### src/rtl/etge_pkg.sv
// ----------------------------------------------------------------------------
// etge_pkg
// Shared types and character constants for the escaped token and group
// extractor.
// ----------------------------------------------------------------------------
package etge_pkg;

  // Extraction phases.
  localparam logic [2:0] PH_IDLE  = 3'd0;
  localparam logic [2:0] PH_PLEAD = 3'd1;
  localparam logic [2:0] PH_PBODY = 3'd2;
  localparam logic [2:0] PH_PTRAIL = 3'd3;
  localparam logic [2:0] PH_GLEAD = 3'd4;
  localparam logic [2:0] PH_GBODY = 3'd5;

  localparam logic [7:0] CH_NUL    = 8'h00;
  localparam logic [7:0] CH_SQ_OPEN  = 8'h5B;
  localparam logic [7:0] CH_SQ_CLOSE = 8'h5D;
  localparam logic [7:0] CH_CU_OPEN  = 8'h7B;
  localparam logic [7:0] CH_CU_CLOSE = 8'h7D;
  localparam logic [7:0] CH_BSLASH = 8'h5C;
  localparam logic [7:0] CH_SPACE  = 8'h20;
  localparam logic [7:0] CH_TAB    = 8'h09;
  localparam logic [7:0] CH_LF     = 8'h0A;
  localparam logic [7:0] CH_CR     = 8'h0D;

  // Extraction state apart from the nesting depth.
  typedef struct packed {
    logic [2:0] phase;
    logic [7:0] delim;
    logic       incl;
    logic       square;
    logic       prev_bs;
    logic       esc;
  } ext_st_t;

  // One result item.
  typedef struct packed {
    logic [7:0] out_char;
    logic       keep;
    logic       consumed;
    logic       done;
    logic       status;
  } ext_res_t;

  function automatic logic is_ws(input logic [7:0] c);
    return (c == CH_SPACE) || (c == CH_TAB) || (c == CH_LF) || (c == CH_CR);
  endfunction

endpackage

### src/rtl/etge_step.sv
// ----------------------------------------------------------------------------
// etge_step
// Next-state and result logic for one text character.
// ----------------------------------------------------------------------------
module etge_step import etge_pkg::*; #(
  parameter int unsigned MAX_DEPTH = 255,
  parameter int unsigned DEPTH_W   = $clog2(MAX_DEPTH + 1)
) (
  input  ext_st_t            cur_st_i,
  input  logic [DEPTH_W-1:0] cur_depth_i,
  input  logic [7:0]         ch_i,
  input  logic               start_i,
  input  logic               group_i,
  input  logic [7:0]         delim_i,
  input  logic               incl_i,
  output ext_st_t            nxt_st_o,
  output logic [DEPTH_W-1:0] nxt_depth_o,
  output ext_res_t           res_o
);

  localparam logic [DEPTH_W-1:0] DepthMax = DEPTH_W'(MAX_DEPTH);
  localparam logic [DEPTH_W-1:0] DepthOne = DEPTH_W'(1);

  ext_st_t            st;
  logic [DEPTH_W-1:0] depth;

  // Plain body evaluation, shared by the plain phases and the group fallback.
  logic [7:0] pb_delim;
  logic       pb_prev;
  logic       pb_term;

  logic [7:0] opener;
  logic [7:0] closer;
  logic [DEPTH_W-1:0] depth_dec;

  // State after a possible start of a new extraction.
  always_comb begin
    st    = cur_st_i;
    depth = cur_depth_i;
    if (start_i) begin
      st.phase   = group_i ? PH_GLEAD : PH_PLEAD;
      st.delim   = delim_i;
      st.incl    = incl_i;
      st.square  = 1'b0;
      st.prev_bs = 1'b0;
      st.esc     = 1'b0;
      depth      = '0;
    end
  end

  assign pb_delim  = (st.phase == PH_GLEAD) ? CH_NUL : st.delim;
  assign pb_prev   = (st.phase == PH_PBODY) ? st.prev_bs : 1'b0;
  assign pb_term   = (pb_delim == CH_NUL) ? is_ws(ch_i) : (ch_i == pb_delim);
  assign opener    = st.square ? CH_SQ_OPEN : CH_CU_OPEN;
  assign closer    = st.square ? CH_SQ_CLOSE : CH_CU_CLOSE;
  assign depth_dec = depth - DepthOne;

  always_comb begin
    nxt_st_o    = st;
    nxt_depth_o = depth;
    res_o       = '0;

    unique case (st.phase)
      PH_PLEAD, PH_PBODY, PH_GLEAD: begin
        if (ch_i == CH_NUL) begin
          // End of text ends the extraction cleanly, except inside a group body.
          res_o.done     = 1'b1;
          nxt_st_o.phase = PH_IDLE;
          nxt_st_o.esc   = 1'b0;
          nxt_st_o.prev_bs = 1'b0;
          nxt_depth_o    = '0;
        end else if (st.phase != PH_PBODY && is_ws(ch_i)) begin
          res_o.consumed = 1'b1;
        end else if (st.phase == PH_GLEAD &&
                     (ch_i == CH_SQ_OPEN || ch_i == CH_CU_OPEN)) begin
          nxt_st_o.square = (ch_i == CH_SQ_OPEN);
          nxt_st_o.esc    = 1'b0;
          nxt_st_o.phase  = PH_GBODY;
          nxt_depth_o     = DepthOne;
          res_o.consumed  = 1'b1;
          if (st.incl) begin
            res_o.keep     = 1'b1;
            res_o.out_char = ch_i;
          end
        end else begin
          nxt_st_o.delim = pb_delim;
          res_o.consumed = 1'b1;
          if (pb_term && !pb_prev) begin
            nxt_st_o.phase   = PH_PTRAIL;
            nxt_st_o.prev_bs = 1'b0;
          end else begin
            nxt_st_o.phase   = PH_PBODY;
            nxt_st_o.prev_bs = (ch_i == CH_BSLASH);
            if (ch_i != CH_BSLASH) begin
              res_o.keep     = 1'b1;
              res_o.out_char = ch_i;
            end
          end
        end
      end
      PH_PTRAIL: begin
        if (ch_i != CH_NUL && is_ws(ch_i)) begin
          res_o.consumed = 1'b1;
        end else begin
          res_o.done       = 1'b1;
          nxt_st_o.phase   = PH_IDLE;
          nxt_st_o.esc     = 1'b0;
          nxt_st_o.prev_bs = 1'b0;
          nxt_depth_o      = '0;
        end
      end
      PH_GBODY: begin
        if (ch_i == CH_NUL) begin
          // Unclosed group or dangling escape.
          res_o.done       = 1'b1;
          res_o.status     = 1'b1;
          nxt_st_o.phase   = PH_IDLE;
          nxt_st_o.esc     = 1'b0;
          nxt_st_o.prev_bs = 1'b0;
          nxt_depth_o      = '0;
        end else begin
          res_o.consumed = 1'b1;
          if (st.esc) begin
            nxt_st_o.esc   = 1'b0;
            res_o.keep     = 1'b1;
            res_o.out_char = ch_i;
          end else if (ch_i == CH_BSLASH) begin
            nxt_st_o.esc = 1'b1;
          end else if (ch_i == opener) begin
            if (depth >= DepthMax) begin
              res_o.done       = 1'b1;
              res_o.status     = 1'b1;
              nxt_st_o.phase   = PH_IDLE;
              nxt_st_o.prev_bs = 1'b0;
              nxt_depth_o      = '0;
            end else begin
              nxt_depth_o    = depth + DepthOne;
              res_o.keep     = 1'b1;
              res_o.out_char = ch_i;
            end
          end else if (ch_i == closer && depth_dec == '0) begin
            // Outermost closer: kept and consumed only on request.
            res_o.consumed   = st.incl;
            res_o.keep       = st.incl;
            res_o.out_char   = st.incl ? ch_i : CH_NUL;
            res_o.done       = 1'b1;
            nxt_st_o.phase   = PH_IDLE;
            nxt_st_o.prev_bs = 1'b0;
            nxt_depth_o      = '0;
          end else begin
            if (ch_i == closer) begin
              nxt_depth_o = depth_dec;
            end
            res_o.keep     = 1'b1;
            res_o.out_char = ch_i;
          end
        end
      end
      default: begin
        nxt_st_o.phase = PH_IDLE;
      end
    endcase
  end

endmodule

### src/rtl/escaped_token_and_group_extractor_top.sv
// ----------------------------------------------------------------------------
// escaped_token_and_group_extractor_top
// Streaming token and bracketed group extractor, one character per item.
// ----------------------------------------------------------------------------
// The block takes one text character per item and returns one result item for
// each. It sustains one item per clock cycle while out_ready_i does not stall
// the result register; an accepted item waits in the input register until its
// result is written into the result register. The extraction state advances
// as an item moves from the input register to the result register, so
// throughput is set by that single step and by result-side back-pressure only.
module escaped_token_and_group_extractor_top import etge_pkg::*; #(
  parameter int unsigned MAX_DEPTH = 255
) (
  input  logic       clk_i,
  input  logic       rst_ni,
  input  logic       in_valid_i,
  output logic       in_ready_o,
  input  logic [7:0] ch_i,
  input  logic       start_req_i,
  input  logic       group_mode_i,
  input  logic [7:0] delimiter_i,
  input  logic       include_outer_i,
  output logic       out_valid_o,
  input  logic       out_ready_i,
  output logic [7:0] out_char_o,
  output logic       keep_o,
  output logic       consumed_o,
  output logic       done_res_o,
  output logic       status_o
);

  localparam int unsigned DEPTH_W = $clog2(MAX_DEPTH + 1);

  // Input register.
  logic       in_vld_q;
  logic [7:0] ch_q;
  logic       start_q;
  logic       group_q;
  logic [7:0] delim_q;
  logic       incl_q;

  // Extraction state.
  ext_st_t            st_q, st_d;
  logic [DEPTH_W-1:0] depth_q, depth_d;

  // Result register.
  logic     out_vld_q;
  ext_res_t res_q, res_d;

  logic advance;
  logic in_fire;

  assign advance    = in_vld_q && (!out_vld_q || out_ready_i);
  assign in_ready_o = !in_vld_q || advance;
  assign in_fire    = in_valid_i && in_ready_o;

  etge_step #(
    .MAX_DEPTH(MAX_DEPTH),
    .DEPTH_W  (DEPTH_W)
  ) u_step (
    .cur_st_i   (st_q),
    .cur_depth_i(depth_q),
    .ch_i       (ch_q),
    .start_i    (start_q),
    .group_i    (group_q),
    .delim_i    (delim_q),
    .incl_i     (incl_q),
    .nxt_st_o   (st_d),
    .nxt_depth_o(depth_d),
    .res_o      (res_d)
  );

  always_ff @(posedge clk_i or negedge rst_ni) begin
    if (!rst_ni) begin
      in_vld_q  <= 1'b0;
      out_vld_q <= 1'b0;
      st_q      <= '0;
      depth_q   <= '0;
    end else begin
      if (in_ready_o) begin
        in_vld_q <= in_valid_i;
      end
      if (advance) begin
        out_vld_q <= 1'b1;
        st_q      <= st_d;
        depth_q   <= depth_d;
      end else if (out_ready_i) begin
        out_vld_q <= 1'b0;
      end
    end
  end

  always_ff @(posedge clk_i) begin
    if (in_fire) begin
      ch_q    <= ch_i;
      start_q <= start_req_i;
      group_q <= group_mode_i;
      delim_q <= delimiter_i;
      incl_q  <= include_outer_i;
    end
    if (advance) begin
      res_q <= res_d;
    end
  end

  assign out_valid_o = out_vld_q;
  assign out_char_o  = res_q.out_char;
  assign keep_o      = res_q.keep;
  assign consumed_o  = res_q.consumed;
  assign done_res_o  = res_q.done;
  assign status_o    = res_q.status;

  // A syntax error is only ever reported together with the end of an extraction.
  assert property (@(posedge clk_i) disable iff (!rst_ni)
    out_valid_o && status_o |-> done_res_o)
    else $error("status raised without done");

  // A kept character always belongs to the extraction.
  assert property (@(posedge clk_i) disable iff (!rst_ni)
    out_valid_o && keep_o |-> consumed_o)
    else $error("kept character not consumed");

  // Nesting depth is non-zero exactly while inside a group body.
  assert property (@(posedge clk_i) disable iff (!rst_ni)
    (st_q.phase == PH_GBODY) == (depth_q != '0))
    else $error("depth out of step with phase");

  assert property (@(posedge clk_i) disable iff (!rst_ni)
    depth_q <= DEPTH_W'(MAX_DEPTH))
    else $error("depth beyond limit");

endmodule
### config.mk
export PLATFORM = sky130hd
export DESIGN_NAME = escaped_token_and_group_extractor_top
export DESIGN_NICKNAME = d
export VERILOG_FILES = /design/src/rtl/etge_pkg.sv /design/src/rtl/etge_step.sv /design/src/rtl/escaped_token_and_group_extractor_top.sv
export SDC_FILE = /design/constraint.sdc
export NUM_CORES = 1
export LEC_CHECK = 0
export BUFFER_PORTS_ARGS = -buffer_cell sky130_fd_sc_hd__clkbuf_2
export CORE_ASPECT_RATIO = 0.6
export CORE_MARGIN = 4
export CORE_UTILIZATION = 50
export CTS_CLUSTER_SIZE = 20
export DETAILED_ROUTE_END_ITERATION = 12
export HOLD_SLACK_MARGIN = 0.02
export PLACE_DENSITY = 0.69
export SKIP_LAST_GASP = 1
export SLEW_MARGIN = 20
export SYNTH_ARGS = -nofsm -noshare
export SYNTH_HDL_FRONTEND = slang
export SYNTH_SLANG_ARGS = --single-unit
### constraint.sdc
create_clock -name clk_i -period 4 [get_ports clk_i]
set_clock_uncertainty 0.1 [all_clocks]
set_input_delay 0.4 -clock clk_i [delete_from_list [all_inputs] [get_ports clk_i]]
set_output_delay 0.4 -clock clk_i [all_outputs]
set_load 0.01 [all_outputs]
==> out/qor.yml, run 1 <==
status:
  status: "completed"
yosys:
  avgSynthCellArea_um2: 9.36
  ys_types: 67
  synth_nets: 418
  synth_ff_type: "edfxtp_1"
  netlist_area_um2: 3670
  synth_cells: 392
  synth_edf_count: 31
  async_reset_ff_share_pct: 44.6
  synth_seq_area_share_pct: 42.4
  ys_ff_latch: 56
  ys_warn_count: 0
routing:
  wl_um: 9390
  drt_iter0_markers: 340
  drtPass1Iterations: 5
  drc_errors: 0
  wl_per_cell_um: 18.7
  drt-vias-per-instance: 6.29
  route.vias.total: 3151
  ant_nets: 0
critical_path:
  path_cells: "buf_4, or4b_4, a2111oi_4, a21oi_2, a32oi_1, nand3_1, o21ai_2, and2_1"
  cpPeakStageDelay_ns: 0.61
  crit_fanout: 19
  cp-start-kind: "register"
  path_class: "register to register"
  cpMaxStageDelayCell: "or4b_4"
  end_kind: "register"
  required_ns: 4.07
  cp_data_arrival_time_ns: 3.06
grt:
  grt_util_met3_pct: 7.45
  overflow: 0
  antenna_found_initial: 0
  grt_use_total_pct: 22.4
  grt_pass1_wl_um: 15400
  grt_use_met2_pct: 31.4
  grt.busiest_layer: "met1"
  grt_pass1_vias: 2939
  grt_max_degree: 28
  use_met1_pct: 33.4
sta:
  setup_viol: 0
  drv_slew: 0
  slew_headroom_pct: 45.1
  fin_crit_sh_pct: 74.7
  worst_slack_ns: 1.01
  worst_slew_pin_slew_ns: 0.823
  hold_viol_final: 0
  grt_setup_unrepaired: "false"
  period_minus_slack_ns: 2.99
  setup-tns-final_ns: 0
  whs_ns: 0.0539
  clock.fmax_ghz: 0.335
floorplanning:
  die_w_um: 119
  start_util_pct: 53.1
  die-area_um2: 8810
  row_count: 23
  core_area_um2: 6910
  dieHeight_um: 74.3
  ioPinCount: 37
cells_and_area:
  final.fill_count: 582
  synthToLayoutAreaGrowth_pct: 9.01
  drive_gt1_share_pct: 16.4
  multiInputGateArea_um2: 1940
  regArea_um2: 1560
  fin_nets: 439
  num_antenna_cells: 0
placement:
  place_ws_ns: 1.10
  io_buffers: 36
  place.gp.congestion: 1.08
  dp_hpwl_um: 6980
clocking:
  cts_tree: "yes"
  cts_buffers: 5
  path_clk_slew_ns: 0.07
  htree_levels: 2
  clk_path_buf_depth: 2
  postCtsResizedCells: 0
  cts_root_buf: "clkbuf_16"
  holdBufCountCts: 0
  post_cts_buffers: 0
  cts_sinks: 56
  worstSkewPairLatency_ns: 0.30
job:
  maxCapViolCount: 0
pwr:
  p_per_area_nw_per_um2: 410
  peakVddDrop_uv: 243
  leakage_nw: 1.55
hold_path:
  hold_path_class: "input pin to asynchronous set/reset pin"
-- registers in the layout (all words and copies together), names as in the netlist --
signal	count
out_valid_o	1
keep_o	1
st_q	15
depth_q	8
consumed_o	1
group_q	1
done_res_o	1
out_char_o	8
status_o	1
delim_q	8
ch_q	8
incl_q	1
start_q	1
in_vld_q	1
-- cell type report --
class	instances	area share [%]
Clock buffer	7	3.32
Timing Repair Buffer	41	5.45
Clock inverter	1	0.219
Tap cell	87	2.72
Sequential cell	56	38.9
Multi-Input combinational cell	300	48.5
Inverter	9	0.845
-- cell usage after synthesis, types with 3 or more instances --
master / instances / share of area (%)
xnor2_1: 5 / 1.2
nand2_1: 36 / 3.7
o22a_1: 4 / 0.96
a211oi_1: 4 / 0.82
o21ai_0: 30 / 4.1
nor2_1: 21 / 2.1
a22oi_1: 6 / 1.2
nor2b_1: 9 / 1.5
nand3_1: 15 / 2.0
a31o_2: 3 / 0.72
nand2b_1: 19 / 3.2
buf_2: 7 / 0.96
nand4_1: 3 / 0.51
dfrtp_1: 25 / 17
o211ai_1: 4 / 0.82
a21boi_0: 3 / 0.61
o22ai_1: 4 / 0.68
buf_6: 3 / 0.92
ha_1: 3 / 1.0
nand3b_1: 4 / 0.82
o31a_1: 3 / 0.72
mux2i_1: 10 / 2.7
o31ai_1: 4 / 0.82
nor4bb_1: 3 / 0.82
a21oi_1: 21 / 2.9
nor4_1: 6 / 1.0
xor2_1: 9 / 2.1
or3_1: 5 / 0.85
inv_1: 9 / 0.92
nor3_1: 15 / 2.0
nor2b_2: 4 / 0.96
edfxtp_1: 31 / 25
and2_1: 6 / 1.0
clkbuf_1: 15 / 1.5
-- per-layer routing --
layer,vias to the layer above,routed length (µm)
met5,-,0
met2,152,3580
met1,1484,4710
met3,9,1010
li1,1506,-
met4,0,89
-- logic make-up (layout without fill, tap and decap cells) --
family	count (synthesis)	after routing	share of synthesized area, %
simple gates	160	160	24.1
fa+ha+maj	3	3	1.02
mux	12	12	3.34
xor+xnor	14	14	3.34
buf+inv	36	58	4.67
flops	56	56	42.4
compound gates	111	111	21.1
-- path summary, 6_finish.rpt --
kind | startpoint | endpoint | slack (ns) | cells after the start
worst min register to register | st_q[2]$_DFFE_PN0P_ | st_q[2]$_DFFE_PN0P_ | 0.39 | 2
min in group clk_i | include_outer_i | incl_q$_DFFE_PP_ | 0.17 | 1
max in group asynchronous | rst_ni | st_q[5]$_DFFE_PN0P_ | 3.28 | 1
worst max-delay path | start_q$_DFFE_PP_ | out_char_o[2]$_DFFE_PP_ | 1.01 | 8
worst min-delay path | rst_ni | st_q[4]$_DFFE_PN0P_ | 0.05 | 1
worst max register to register | start_q$_DFFE_PP_ | out_char_o[2]$_DFFE_PP_ | 1.01 | 8
-- metrics by stage --
| stage | area, µm² | power (mW) | cells | utilization, % |
|---|---|---|---|---|
| floorplan | 3670 | 1.08 | 392 | - |
| global placement | 3860 | 1.20 | 493 | 55.8 |
| detailed placement | 3860 | 1.20 | 493 | 55.8 |
| CTS | 4000 | 1.64 | 501 | 57.9 |
| global route | 4000 | 1.73 | 501 | 57.9 |
| finish | 4000 | 1.64 | 501 | 57.9 |
-- report_power, final --
part           total, mW  internal [mW]  switching [mW]
sequential         0.771          0.688          0.0835
clock              0.436          0.234           0.201
combinational      0.432          0.171           0.260
total               1.64           1.09           0.545
-- worst max-delay path, delay by kind of cell, from the launching register on --
kind | cells | cell delay [ns]
buffers and inverters | 1 | 0.25
AOI/OAI and AO/OA | 4 | 1.13
DFF | 1 | 0.47
and+or+nand+nor | 3 | 0.89
-- placed cells by master, fill, tap and decap left out, drive strengths merged, types with 4 or more instances in the layout --
cell type,count
a21oi,22
nor2,22
buf,5
o211ai,4
o21ai,32
nand3,15
o31ai,4
nor4,6
clkbuf,43
mux2i,10
nand2,36
and2,7
nand3b,4
xnor2,5
dfrtp,25
inv,9
nor3,15
edfxtp,31
o22a,4
xor2,9
nor2b,13
nand2b,19
o22ai,4
or3,5
a211oi,4
a22oi,6
(Power assumes the default switching activity.)
==> inputs of run 2 (changes only) <==
--- a/config.mk
+++ b/config.mk
@@ -5,6 +5,7 @@
 export SDC_FILE = /design/constraint.sdc
 export NUM_CORES = 1
 export LEC_CHECK = 0
+export ABC_AREA = 1
 export BUFFER_PORTS_ARGS = -buffer_cell sky130_fd_sc_hd__clkbuf_2
 export CORE_ASPECT_RATIO = 0.6
 export CORE_MARGIN = 4
@@ -12,7 +13,7 @@
 export CTS_CLUSTER_SIZE = 20
 export DETAILED_ROUTE_END_ITERATION = 12
 export HOLD_SLACK_MARGIN = 0.02
-export PLACE_DENSITY = 0.69
+export PLACE_DENSITY = 0.72
 export SKIP_LAST_GASP = 1
 export SLEW_MARGIN = 20
 export SYNTH_ARGS = -nofsm -noshare
==> constraint.sdc (replaced) <==
create_clock -name clk_i -period 2.7 [get_ports clk_i]
set_clock_uncertainty 0.1 [all_clocks]
set_input_delay 0.27 -clock clk_i [delete_from_list [all_inputs] [get_ports clk_i]]
set_output_delay 0.27 -clock clk_i [all_outputs]
set_load 0.01 [all_outputs]
==> run 2 against run 1 <==
Against the previous run:
- first-iteration DRC count grew 26%
- worst hold slack lost 0.019 ns
- synthesized cell count grew 28%
- synthesized area shrank 2.1%
- sequential share of layout area shrank 2.2 points
- clock power grew 54%
- critical path depth grew 6
==> out/qor.yml, run 2 <==
floorplanning:
  die_w_um: 117  # -0.98%
  row_count: 23  # unchanged
  start_util_pct: 52.7  # -0.45 points
  core_area_um2: 6820  # -1.2%
  ioPinCount: 37  # unchanged
  dieHeight_um: 73.6  # -0.93%
  die-area_um2: 8650  # -1.9%
critical_path:
  path_buf_inv: 2  # +1
  cpMaxStageDelayCell: "edfxtp_1"
  cp-start-kind: "register"
  cpPeakStageDelay_ns: 0.50  # -0.11 ns
  crit_fanout: 7  # -12
  path_cells: "inv_2, buf_4, nand2_2, nand2_1, nor2_2, nand3_1, nand2_2, nand2_1, nor2_1, nand4_1, nand3_1, nand2_1, o21ai_0, o21ai_0"
  path_class: "register to register"
  required_ns: 2.64  # -1.43 ns
  end_kind: "register"
  cp_data_arrival_time_ns: 2.51  # -0.55 ns
  path_common_cell: "nand2_1"
  crit_family: "simple AND/OR/NAND/NOR gates"
yosys:
  yosys.area.top_type: "edfxtp_1"
  synth_edf_count: 31  # unchanged
  synthTopCellsByArea: "edfxtp_1 26%, dfrtp_1 17%, nand2_1 15%"
  synth_cells: 500  # +28%
  yosysTopAreaCellShare_pct: 25.9  # +0.54 points
  async_reset_ff_share_pct: 44.6  # unchanged
  synth_nets: 526  # +26%
  ys_types: 38  # -43%
  ys_warn_count: 0  # unchanged
  synth_most_common_cell: "nand2_1"
  synth_seq_area_share_pct: 43.3  # +0.90 points
  avgSynthCellArea_um2: 7.18  # -23%
  yosys-top-cells-count: "140 x nand2_1, 63 x inv_1, 48 x nor2_1"
  synth_ff_type: "edfxtp_1"
  ys_ff_latch: 56  # unchanged
  netlist_area_um2: 3590  # -2.1%
routing:
  route.vias.total: 3622  # +15%
  drc_errors: 0  # unchanged
  drt_iter0_markers: 427  # +26%
  wl_per_cell_um: 15.9  # -15%
  drt-vias-per-instance: 5.60  # -11%
  drtPass1Iterations: 5  # unchanged
  wl_um: 10300  # +9.5%
  ant_nets: 0  # unchanged
sta:
  period_minus_slack_ns: 2.57  # -0.423 ns
  whs_ns: 0.0353  # -0.0186 ns
  drv_slew: 0  # unchanged
  worst_slew_pin_slew_ns: 0.743  # -0.0798 ns
  fin_crit_sh_pct: 95.0  # +20 points
  setup_viol: 0  # unchanged
  hold_viol_final: 0  # unchanged
  clock.fmax_ghz: 0.390  # +16%
  slew_headroom_pct: 50.4  # +5.3 points
  setup-tns-final_ns: 0  # unchanged
grt:
  grt_pass1_vias: 3117  # +6.1%
  grt_use_total_pct: 24.4  # +2.0 points
  overflow: 0  # unchanged
  grt_pass1_wl_um: 16400  # +6.4%
  antenna_found_initial: 0  # unchanged
  grt_max_degree: 39  # +39%
clocking:
  htree_levels: 2  # unchanged
  worstSkewPairLatency_ns: 0.30  # about the same
  cts_root_buf: "clkbuf_16"
  clk_path_buf_depth: 2  # unchanged
  path_clk_slew_ns: 0.07  # about the same
  cts_sinks: 56  # unchanged
  cts_tree: "yes"
  cts_buffers: 5  # unchanged
cells_and_area:
  regArea_um2: 1560  # unchanged
  final-instance-count-excl-fill: 647  # +29%
  fin_nets: 585  # +33%
  largest_reg_flops: 15  # unchanged
  drive_gt1_share_pct: 19.1  # +2.7 points
  finish.utilization_pct: 62.2  # +4.3 points
  multiInputGateArea_um2: 1790  # -7.7%
  final.fill_count: 625  # +7.4%
  mostFrequentLayoutCells: "133 x nand2_1, 62 x inv_1, 45 x nand3_1"
  num_antenna_cells: 0  # unchanged
  mostFrequentLayoutCell: "nand2_1"
  top_register: "st_q"
  synthToLayoutAreaGrowth_pct: 18.1
pwr:
  switching_power_mw: 1.07  # +96%
  leakage_nw: 2.05  # +32%
  pwr-share-comb_pct: 35.9  # +9.6 points
  power_frac_clock_pct: 23.7  # -2.9 points
  seqPwrFrac_pct: 40.4  # -6.7 points
  peakVddDrop_uv: 498  # +100%
  p_per_area_nw_per_um2: 669  # +63%
  swShare_pct: 37.7  # +4.4 points
  internal_power_mw: 1.77  # +62%
status:
  status: "completed"
hold_path:
  hold_path_class: "input pin to register"
placement:
  place.gp.congestion: 0.968  # -11%
  place_inst: 632  # +28%
  io_buffers: 36  # unchanged
  dp_hpwl_um: 7860  # +13%
job:
  maxCapViolCount: 0  # unchanged
==> run 2: worst paths after layout <==
path / from / to / slack [ns] / cells past startpoint
max: start_q$_DFFE_PP_ / out_char_o[2]$_DFFE_PP_ / 0.13 / 14
min: delimiter_i[4] / delim_q[4]$_DFFE_PP_ / 0.04 / 1
max reg2reg: start_q$_DFFE_PP_ / out_char_o[2]$_DFFE_PP_ / 0.13 / 14
min reg2reg: st_q[0]$_DFFE_PN0P_ / st_q[0]$_DFFE_PN0P_ / 0.40 / 2
max in group asynchronous: rst_ni / st_q[13]$_DFFE_PN0P_ / 1.60 / 2
min in group asynchronous: rst_ni / out_valid_o$_DFFE_PN0P_ / 0.45 / 2
==> run 2: area by class of cell <==
cell class | instances | area share [%]
Inverter | 67 | 5.93
Sequential cell | 56 | 36.7
Multi-Input combinational cell | 367 | 42.2
Clock inverter | 3 | 0.620
Tap cell | 87 | 2.57
Clock buffer | 5 | 2.95
Timing Repair Buffer | 62 | 9.00
==> run 2: per-layer routing <==
layer  global-route usage, %  wire length [µm]  up-vias
met1                    40.4              5130     1625
met4                    4.55                53        0
met5                       0                 0        -
met3                    5.62              1260        7
li1                        -                 -     1786
met2                    31.5              3840      204
==> run 2: power by group through the flow <==
stage               registers [mW]  logic [mW]  clock network [mW]
floorplan                     1.17       0.614                   0
global route                  1.16        1.13               0.709
CTS                           1.14       0.945               0.682
global placement              1.16       0.922                   0
detailed placement            1.16       0.936                   0
finish                        1.15        1.02               0.671
==> run 2: kinds of logic (layout without fill, tap and decap cells) <==
family / Yosys count / after routing / synth area share, %
and+or+nand+nor: 264 / 264 / 31.6
AOI/OAI and AO/OA: 99 / 99 / 15.1
buffers and inverters: 77 / 137 / 8.68
DFF: 56 / 56 / 43.3
adders and majority gates: 3 / 3 / 1.05
xor gates and xnor gates: 1 / 1 / 0.244
==> run 2: repair_timing <==
item / in CTS / in global routing
pin swaps: 0 / 5
hold buffers: 1 / 0
endpoints found under the setup margin: 3 / 28
setup buffers: 0 / 6
endpoints found under the hold margin: 25 / 0
gates resized for setup: 1 / 24
==> run 2: through the flow <==
step                instance area, µm²  total power [mW]  setup WS [ns]
floorplan                         3590              1.78          0.368
global placement                  3960              2.08        0.00736
detailed placement                3960              2.10       -0.00288
CTS                               4130              2.77         0.0399
global route                      4240              3.00       -0.00270
finish                            4240              2.84          0.135
